===== config.mk =====
export PLATFORM = sky130hd
export DESIGN_NAME = vkv_queue
export DESIGN_NICKNAME = d
export VERILOG_FILES = /design/src/vkv_pkg.sv /design/src/vkv_queue.sv
export SDC_FILE = /design/constraint.sdc
export NUM_CORES = 1
export LEC_CHECK = 0
export BUFFER_PORTS_ARGS = -buffer_cell sky130_fd_sc_hd__clkbuf_2
export CAP_MARGIN = 20
export CORE_ASPECT_RATIO = 2
export CORE_MARGIN = 2
export CORE_UTILIZATION = 47
export DETAILED_ROUTE_END_ITERATION = 8
export PLACE_DENSITY_LB_ADDON = 0.05
export SYNTH_ARGS = -nofsm -noshare
export SYNTH_HDL_FRONTEND = slang
export SYNTH_SLANG_ARGS = --single-unit

===== constraint.sdc =====
create_clock -name clk -period 3.58 [get_ports clk]
set_input_delay 0.716 -clock clk [delete_from_list [all_inputs] [get_ports clk]]
set_output_delay 0.716 -clock clk [all_outputs]
set_load 0.01 [all_outputs]

===== src/vkv_pkg.sv =====
package vkv_pkg;

	localparam int NUM_KEYS_DEF        = 16;
	localparam int ENTRIES_PER_KEY_DEF = 64;
	localparam int QUEUE_DEPTH         = 2;

	localparam logic OP_SET = 1'b0;
	localparam logic OP_GET = 1'b1;

	localparam logic [1:0] STATUS_OK    = 2'd0;
	localparam logic [1:0] STATUS_FULL  = 2'd1;
	localparam logic [1:0] STATUS_ORDER = 2'd2;

	typedef struct packed {
		logic        operation;
		logic [3:0]  key_index;
		logic [30:0] stamp;
		logic [31:0] data_word;
	} req_item_t;

	typedef struct packed {
		logic        found;
		logic [31:0] result_word;
		logic [1:0]  status;
	} rsp_item_t;

	// classified item handed from front to back
	typedef struct packed {
		logic        is_get;
		logic        in_range;
		logic [3:0]  key_index;
		logic [30:0] stamp;
		logic [31:0] data_word;
	} cmd_t;

	typedef struct packed {
		logic full;
		logic empty;
	} queue_status_t;

endpackage


===== src/vkv_queue.sv =====
module vkv_queue import vkv_pkg::*; (
	input  logic          clk,
	input  logic          arst_n,
	input  logic          push,
	input  cmd_t          push_cmd,
	input  logic          pop,
	output cmd_t          head,
	output queue_status_t q_status
);

	localparam int PW = (QUEUE_DEPTH > 1) ? $clog2(QUEUE_DEPTH) : 1;
	localparam int NW = $clog2(QUEUE_DEPTH + 1);

	cmd_t          slot_q [QUEUE_DEPTH];
	logic [PW-1:0] wr_q;
	logic [PW-1:0] rd_q;
	logic [NW-1:0] fill_q;

	assign head           = slot_q[rd_q];
	assign q_status.full  = (fill_q == NW'(QUEUE_DEPTH));
	assign q_status.empty = (fill_q == '0);

	function automatic logic [PW-1:0] wrap_inc(input logic [PW-1:0] p);
		return (p == PW'(QUEUE_DEPTH - 1)) ? '0 : p + 1'b1;
	endfunction

	always_ff @(posedge clk or negedge arst_n) begin
		if (!arst_n) begin
			wr_q   <= '0;
			rd_q   <= '0;
			fill_q <= '0;
		end else begin
			if (push) begin
				wr_q <= wrap_inc(wr_q);
			end
			if (pop) begin
				rd_q <= wrap_inc(rd_q);
			end
			if (push && !pop) begin
				fill_q <= fill_q + 1'b1;
			end else if (pop && !push) begin
				fill_q <= fill_q - 1'b1;
			end
		end
	end

	always_ff @(posedge clk) begin
		if (push) begin
			slot_q[wr_q] <= push_cmd;
		end
	end

endmodule


==> run summary <==
CTS Hold Bufs -> 0
measured slew at the worst slew-check pin -> 0.947 ns
final worst-path cycle share -> 0.787
Vias/cell -> 4.80
Die Ht -> 157 um
GRT overflow -> 0
Post-DP Area -> 6320 um2
row count -> 56
top_reg_cell synth -> edfxtp_1
synthesized net count -> 305
H-tree depth -> 4
Clock Skews -> 0.00830 ns
antenna-violating nets left -> 0
share of cells above drive strength 1 -> 0.618
Syn Std Cell Area -> 5520 um2
most frequent cell after synthesis -> edfxtp_1
setup slack after layout -> 0.762 ns
Post-Route Utilization -> 0.595
Syn. warnings -> 0
PwrDens -> 815 nW/um2
Synth top area share -> 0.751
DR iter-0 viols -> 133
I/O pin cnt -> 144
Detailed Route WL -> 9040 um
slowest stage delay, CP -> 0.80 ns
Peak Freq -> 355 MHz
synth-to-layout area growth -> 24.8%
static leakage -> 2.84 nW
most frequent cells after synthesis -> 138 x edfxtp_1, 69 x mux2_4, 7 x buf_12, 4 x dfrtp_1, 4 x xor2_1
post-route total power -> 5.61 mW
root buffer cell -> clkbuf_16
CP required -> 2.86 ns
Worst setup EP type -> output pin
IO Port Bufs -> 143
post-place setup slack -> 1.17 ns
CP Class -> flip-flop to output pin
number of synthesized flops with an enable pin -> 138
Max Buffers Root-to-Sink -> 2
Worst slew margin -> 0.368
initial core utilization -> 0.477
dominant cell type by area after synthesis -> edfxtp_1
DRT Pass-1 Iters -> 4
Period minus WS final -> 2.82 ns
Hold WS -> 0.113 ns
drt wl/cell -> 16.6 um
outcome -> finished clean
Setup TNS -> 0 ns
Residual DRC -> 0
gpl congestion -> 0.702
CTS Sinks -> 142
fin nets -> 462
core footprint -> 11600 um2
Fill cells -> 914
Async S/R FF share, synth -> 0.0282
fin. max-slew vios -> 0
Worst setup SP type -> flip-flop
count of different cell masters after synthesis -> 12
global-route wire length before repair -> 13300 um
worst-path cell chain -> buf_4 > mux2_4 > clkbuf_2
Worst VDD drop -> 0.415 mV
Mean Syn Cell Area -> 23.9 um2
Reg clk slew, reported paths -> 0.06 ns
post-CTS setup repair buffer count -> 0
antenna cells -> 0
Post-CTS Resized -> 0
Synth Register Bits -> 142
final hold vios -> 0
Worst Path Arrival -> 2.10 ns
vias in the first global route -> 2670
die area -> 12700 um2
largest net degree at the start of global routing -> 70
Die Wd -> 80.6 um
GRT Util Overall -> 0.147
max-cap violations -> 0
initial antenna violation count -> 0
via count -> 2621
top cells by area, synth -> edfxtp_1 75%, mux2_4 19%, buf_12 2.5%
non-filler cells, final -> 546
RSZ-0062 raised after global routing -> no
Crit-path slowest cell -> dfrtp_4
placed cells -> 514
Final HPWL DP -> 6040 um
Hold Crit Class -> primary input to async pin
CP max FO -> 30
Clk Latency, worst-skew pair -> 0.41 ns
endpoints failing setup -> 0
Final Instance Area -> 6880 um2
register area share after synthesis -> 0.769
TritonCTS Buffers -> 17
CTS tree -> built
Synth Instances -> 231
## power breakdown
group	switching, mW	internal, mW	leakage [nW]	total [mW]
sequential	0.189	2.21	1.34	2.40
clock	0.655	0.960	0.262	1.61
combinational	0.729	0.865	1.24	1.59
total	1.57	4.04	2.84	5.61
## routing by layer
layer | wire length (um) | track usage | up-vias
li1 | - | - | 1231
met1 | 3180 | 0.156 | 1278
met2 | 5010 | 0.253 | 98
met3 | 618 | 0.0505 | 14
met4 | 224 | 0.0775 | 0
met5 | 0 | 0 | -
## critical path, delay by kind of cell, from the launching register on
kind                   cells  cell delay, ns
multiplexers               1            0.35
flip-flops                 1            0.80
buffers and inverters      2            0.54
## final timing paths
kind                              startpoint       endpoint  slack [ns]  cells after the start
worst max-delay path                    rd_q        head[0]        0.76                      3
worst min-delay path                  arst_n      fill_q[1]        0.11                      1
worst max register to register          wr_q  slot_q[0][24]        1.85                      2
worst min register to register     fill_q[1]      fill_q[1]        0.51                      1
max in group asynchronous             arst_n           rd_q        3.32                      1
min in group clk                push_cmd[16]  slot_q[1][16]        0.50                      1
## cells by family after synthesis
family	Yosys count	synth area share
and+or+nand+nor	5	0.00476
xor gates and xnor gates	5	0.00794
buffers and inverters	9	0.0281
DFF	142	0.769
adders and majority gates	1	0.00227
muxes	69	0.188
## final cells by class
| type | instances | area (um2) | area share |
|---|---|---|---|
| Clock buffer | 17 | 425 | 0.0618 |
| Clock inverter | 15 | 134 | 0.0194 |
| Inverter | 1 | 3.75 | 0.000545 |
| Multi-Input combinational cell | 80 | 1130 | 0.164 |
| Sequential cell | 142 | 4250 | 0.617 |
| Tap cell | 145 | 181 | 0.0264 |
| Timing Repair Buffer | 146 | 763 | 0.111 |
## sequential cells by signal, summed over array words and instances, names as in the netlist
name / count
rd_q: 1
fill_q: 2
slot_q: 138
wr_q: 1
## placed cells by master, fill, tap and decap left out, types with 2 or more instances in the layout
master / Yosys / layout
clkbuf_2: 0 / 143
edfxtp_1: 138 / 138
mux2_4: 69 / 69
clkbuf_16: 0 / 17
inv_6: 0 / 5
xor2_1: 4 / 4
clkinvlp_4: 0 / 4
dfrtp_1: 4 / 3
nor2_1: 2 / 2
clkinv_1: 0 / 2
clkinv_4: 0 / 2
buf_12: 7 / 2
No activity file was read; power rests on OpenSTA's default activity.
