$ cat src/vkv_pkg.sv
package vkv_pkg;

	localparam int NUM_KEYS_DEF        = 16;
	localparam int ENTRIES_PER_KEY_DEF = 64;
	localparam int QUEUE_DEPTH         = 2;

	localparam logic OP_SET = 1'b0;
	localparam logic OP_GET = 1'b1;

	localparam logic [1:0] STATUS_OK    = 2'd0;
	localparam logic [1:0] STATUS_FULL  = 2'd1;
	localparam logic [1:0] STATUS_ORDER = 2'd2;

	typedef struct packed {
		logic        operation;
		logic [3:0]  key_index;
		logic [30:0] stamp;
		logic [31:0] data_word;
	} req_item_t;

	typedef struct packed {
		logic        found;
		logic [31:0] result_word;
		logic [1:0]  status;
	} rsp_item_t;

	// classified item handed from front to back
	typedef struct packed {
		logic        is_get;
		logic        in_range;
		logic [3:0]  key_index;
		logic [30:0] stamp;
		logic [31:0] data_word;
	} cmd_t;

	typedef struct packed {
		logic full;
		logic empty;
	} queue_status_t;

endpackage

$ cat src/vkv_front.sv
module vkv_front import vkv_pkg::*; #(
	parameter int NUM_KEYS = NUM_KEYS_DEF
) (
	input  logic          clk,
	input  logic          arst_n,
	input  logic          req_valid,
	output logic          req_stall,
	input  req_item_t     req_item,
	input  logic          clearing,
	input  queue_status_t q_status,
	output logic          push,
	output cmd_t          push_cmd
);

	logic      valid_s1;
	req_item_t item_s1;
	logic      accept;

	assign push      = valid_s1 & ~q_status.full;
	assign req_stall = clearing | (valid_s1 & q_status.full);
	assign accept    = req_valid & ~req_stall;

	always_ff @(posedge clk or negedge arst_n) begin
		if (!arst_n) begin
			valid_s1 <= 1'b0;
		end else if (accept) begin
			valid_s1 <= 1'b1;
		end else if (push) begin
			valid_s1 <= 1'b0;
		end
	end

	always_ff @(posedge clk) begin
		if (accept) begin
			item_s1 <= req_item;
		end
	end

	// classify: operation and whether the key exists
	always_comb begin
		push_cmd.is_get    = (item_s1.operation == OP_GET);
		push_cmd.in_range  = (32'(item_s1.key_index) < NUM_KEYS);
		push_cmd.key_index = item_s1.key_index;
		push_cmd.stamp     = item_s1.stamp;
		push_cmd.data_word = item_s1.data_word;
	end

endmodule

$ cat config.mk
export PLATFORM = sky130hd
export DESIGN_NAME = vkv_front
export DESIGN_NICKNAME = d
export VERILOG_FILES = /design/src/vkv_pkg.sv /design/src/vkv_front.sv
export SDC_FILE = /design/constraint.sdc
export NUM_CORES = 1
export LEC_CHECK = 0
export ABC_CLOCK_PERIOD_IN_PS = 4100
export BUFFER_PORTS_ARGS = -buffer_cell sky130_fd_sc_hd__buf_2
export CAP_MARGIN = 10
export CORE_MARGIN = 2
export CORE_UTILIZATION = 40
export DETAILED_ROUTE_END_ITERATION = 10
export PLACE_DENSITY = 0.78
export SLEW_MARGIN = 25
export SYNTH_ARGS = -nofsm -noshare
export SYNTH_HDL_FRONTEND = slang
export SYNTH_SLANG_ARGS = --single-unit
export TNS_END_PERCENT = 50
$ cat constraint.sdc
create_clock -name clk -period 4.1 [get_ports clk]
set_clock_uncertainty 0.1 [all_clocks]
set_input_delay 0.82 -clock clk [delete_from_list [all_inputs] [get_ports clk]]
set_output_delay 0.82 -clock clk [all_outputs]
set_load 0.005 [all_outputs]
==> results.md <==
- Including well taps, the total number of placed cells is 290.
- After layout, the design draws a total of 1.41 mW.
- Fill cells in the final layout number 385.
- The part of the Yosys area used for sequential elements is 97.5%.
- The post-detailed-route wirelength per cell is 13.2 um.
- Summing every instance area after synthesis gives 2120 sq um.
- The number of global-route vias before repair is 1291.
- The growth of design area from synthesis to finish is 46.9%.
- After detailed routing, the number of remaining DRC violations is 0.
- The worst endpoint required time is 3180 ps.
- The iteration count of the initial detailed-routing pass is 4.
- The number of gates resized after cts is 0.
- From bottom edge to top edge, the die measures 76.8 um.
- The final period demand of the worst path is 2130 ps.
- The clock latency of the later-clocked register in the worst-skew pair is 320 ps.
- The total routing usage reported by global routing is 14.2%.
- The post-synthesis async set-or-reset flop share is 1.45%.
- Measured along the x axis, the die boundary spans 76.8 um.
- The total wire length after detailed routing is 4030 um.
- The number of clock buffers inserted by TritonCTS is 9.
- The number of hold buffers added after cts is 0.
- The number of nets handed over by synthesis was 151.
- The fraction of layout instances using a drive strength above 1 is 66.9%.
- The floorplan has 26 rows.
- The startpoint of the worst register-to-register path is valid_s1.
- The worst-case IR drop observed on VDD is 0.239 mV.
- The classification of the worst-slack hold path is in2async.
- The first global-routing pass estimated 6150 um of wire.
- For the worst setup path, the data arrival time is 1210 ps.
- The effective utilization at floorplan is 41.5%.
- After clock tree synthesis, the clock-pin slew on the worst setup and hold paths is 60 ps.
- Synthesis produced a netlist whose cell count is 77.
- Summed over all cells, the static leakage comes to 1.33 nW.
- Counting distinct cell types in the post-synthesis netlist gives 9.
- In this run the number of H-tree levels came out at 3.
- The core footprint is 5110 sq um.
- The endpoint identified for the worst register-to-register timing path is push_cmd[46].
- Global routing finished with a remaining overflow of 0.
- The final setup violation count is 0.
- Counting along the longest clock path gives a buffer depth of 2.
- The number of cells on the worst reg-to-reg path is 2.
- The maximum number of pins on one net before global-route repair is 36.
- The die covers 5900 sq um.
- The number of flops mapped to enable cells by yosys is 68.
- The ratio of final minimum period to clock period is 51.9%.
- The flow ran to the end, and the final reports show no timing, DRC or antenna violations.
- The number of antenna violations at the first check in global routing is 1.
- The tree built by TritonCTS fans out to 69 sinks.
- The number of nets with antenna violations after detailed routing is 0.
- The worst register-to-register path has a setup slack of 2680 ps.
- The clock tree from TritonCTS is yes.
- The nature of the critical path startpoint is an input pin.
- The top-level port count is 145.
- The proportion of netlist area held by the largest area contributor is 96.3%.
- After the flow finishes, the layout carries non-filler instances totaling 306.
- The final route contains 1304 vias.
- The top flip-flop cell by instance count after synthesis is edfxtp_1.
- The max-slew violation count is 0.
- The per-instance average area after synthesis is 27.5 sq um.
- The Yosys step of the flow raised 0 warnings.
- The number of flip-flops and latches in the synthesized netlist is 69.
- Post-CTS timing repair inserted 0 buffers for setup.
- During placement, the flow inserted port buffers numbering 142.
- The number of nets in the layout is 305.
- For this block, the initial DRC count from the detailed router was 69.
- By area the synthesized netlist is led by edfxtp_1, dfrtp_1, nand2b_4, a21oi_2, buf_4.
- The timing-limited maximum frequency is 470 MHz.
- In this run the worst path has a maximum fanout of 3.
- The power density over cell area is 451 nW/um^2.
- Summed over all failing endpoints, the final setup total negative slack is 0 ps.
- The cell chosen for the clock root is clkbuf_8.
- In the routed layout, each cell is associated on average with a via count of 4.26.
- Setup repair after global routing left no endpoint under its margin.
- STA classifies the critical path endpoint as an output port.
- The diode insertion count for antenna repair is 0.
- The count of endpoints failing hold in the final timing report is 0.
- The critical path class is in2out.
- The tool flagged a number of max-cap violations equal to 0.
- The final weighted congestion of routability-driven global placement is 0.695.
- edfxtp_1 takes more of the synthesized area than any other cell.
- The origin of the worst setup path is q_status[1].
- In the post-synthesis netlist, the cell with the most instances is edfxtp_1.
- After synthesis, the most frequently instantiated cells are edfxtp_1, nand2_1.
==> area by class of cell <==
| cell class | count | area [sq um] | share of cell area (%) |
|---|---|---|---|
| multi-input combinational | 7 | 53.8 | 1.73 |
| clock inverter | 6 | 53.8 | 1.73 |
| sequential | 69 | 2070 | 66.3 |
| clock buffer | 10 | 128 | 4.10 |
| timing repair buffer | 144 | 726 | 23.3 |
| tap | 70 | 87.6 | 2.81 |
==> worst max-delay path by stage <==
stage,cells after the start,slack (ps),to
floorplan,2,770,push_cmd[0]
global placement,4,1980,req_stall
detailed placement,4,1970,req_stall
CTS,4,1970,req_stall
global route,4,1950,req_stall
finish,4,1970,req_stall
==> through the flow <==
stage | instance area, sq um | hold slack [ps] | setup slack [ps] | util [%]
finish | 3120 | 153 | 1970 | 61.0
global route | 3120 | 138 | 1950 | 61.0
CTS | 3120 | 134 | 1970 | 61.0
detailed placement | 2930 | 479 | 1970 | 57.4
global placement | 2930 | 454 | 1980 | 57.4
floorplan | 2120 | 390 | 768 | -
==> cell families (layout without fill, tap and decap cells) <==
group                  Yosys count  after routing  share of synthesized area (%)
buffers and inverters            1            160                          0.354
AOI/OAI and AO/OA                1              1                          0.413
and+or+nand+nor                  5              5                           1.59
other                            1              1                          0.177
DFF                             69             69                           97.5
==> flip-flops by register name (all words and copies together), names as in the netlist <==
| register | cells |
|---|---|
| valid_s1 | 1 |
| push_cmd | 68 |
==> power breakdown <==
group | total (mW) | switching, mW | internal [mW]
clock network | 0.504 | 0.230 | 0.274
registers | 0.818 | 0.00662 | 0.811
logic | 0.0840 | 0.0392 | 0.0447
total | 1.41 | 0.276 | 1.13
==> layer usage <==
| layer | wire, um | global-route usage, % | up-vias |
|---|---|---|---|
| met1 | 1530 | 15.7 | 583 |
| met4 | 143 | 9.64 | 2 |
| met3 | 374 | 5.29 | 18 |
| met5 | 17 | 0 | - |
| li1 | - | - | 612 |
| met2 | 1960 | 22.7 | 89 |
==> cells in the final DEF, fill, tap and decap left out <==
cell type / count
a21oi_4: 1
buf_2: 142
buf_4: 2
bufinv_16: 1
clkbuf_1: 1
clkbuf_8: 9
clkinv_1: 3
clkinv_2: 1
clkinvlp_4: 1
conb_1: 1
dfrtp_1: 1
edfxtp_1: 68
nand2_1: 2
nand2b_1: 1
nand2b_4: 1
nor2b_1: 1
==> worst max-delay path, stage by stage <==
cell	delay [ps]
buf_2	130
nand2_1	80
nand2b_1	60
buf_2	120
(Power assumes the default switching activity.)
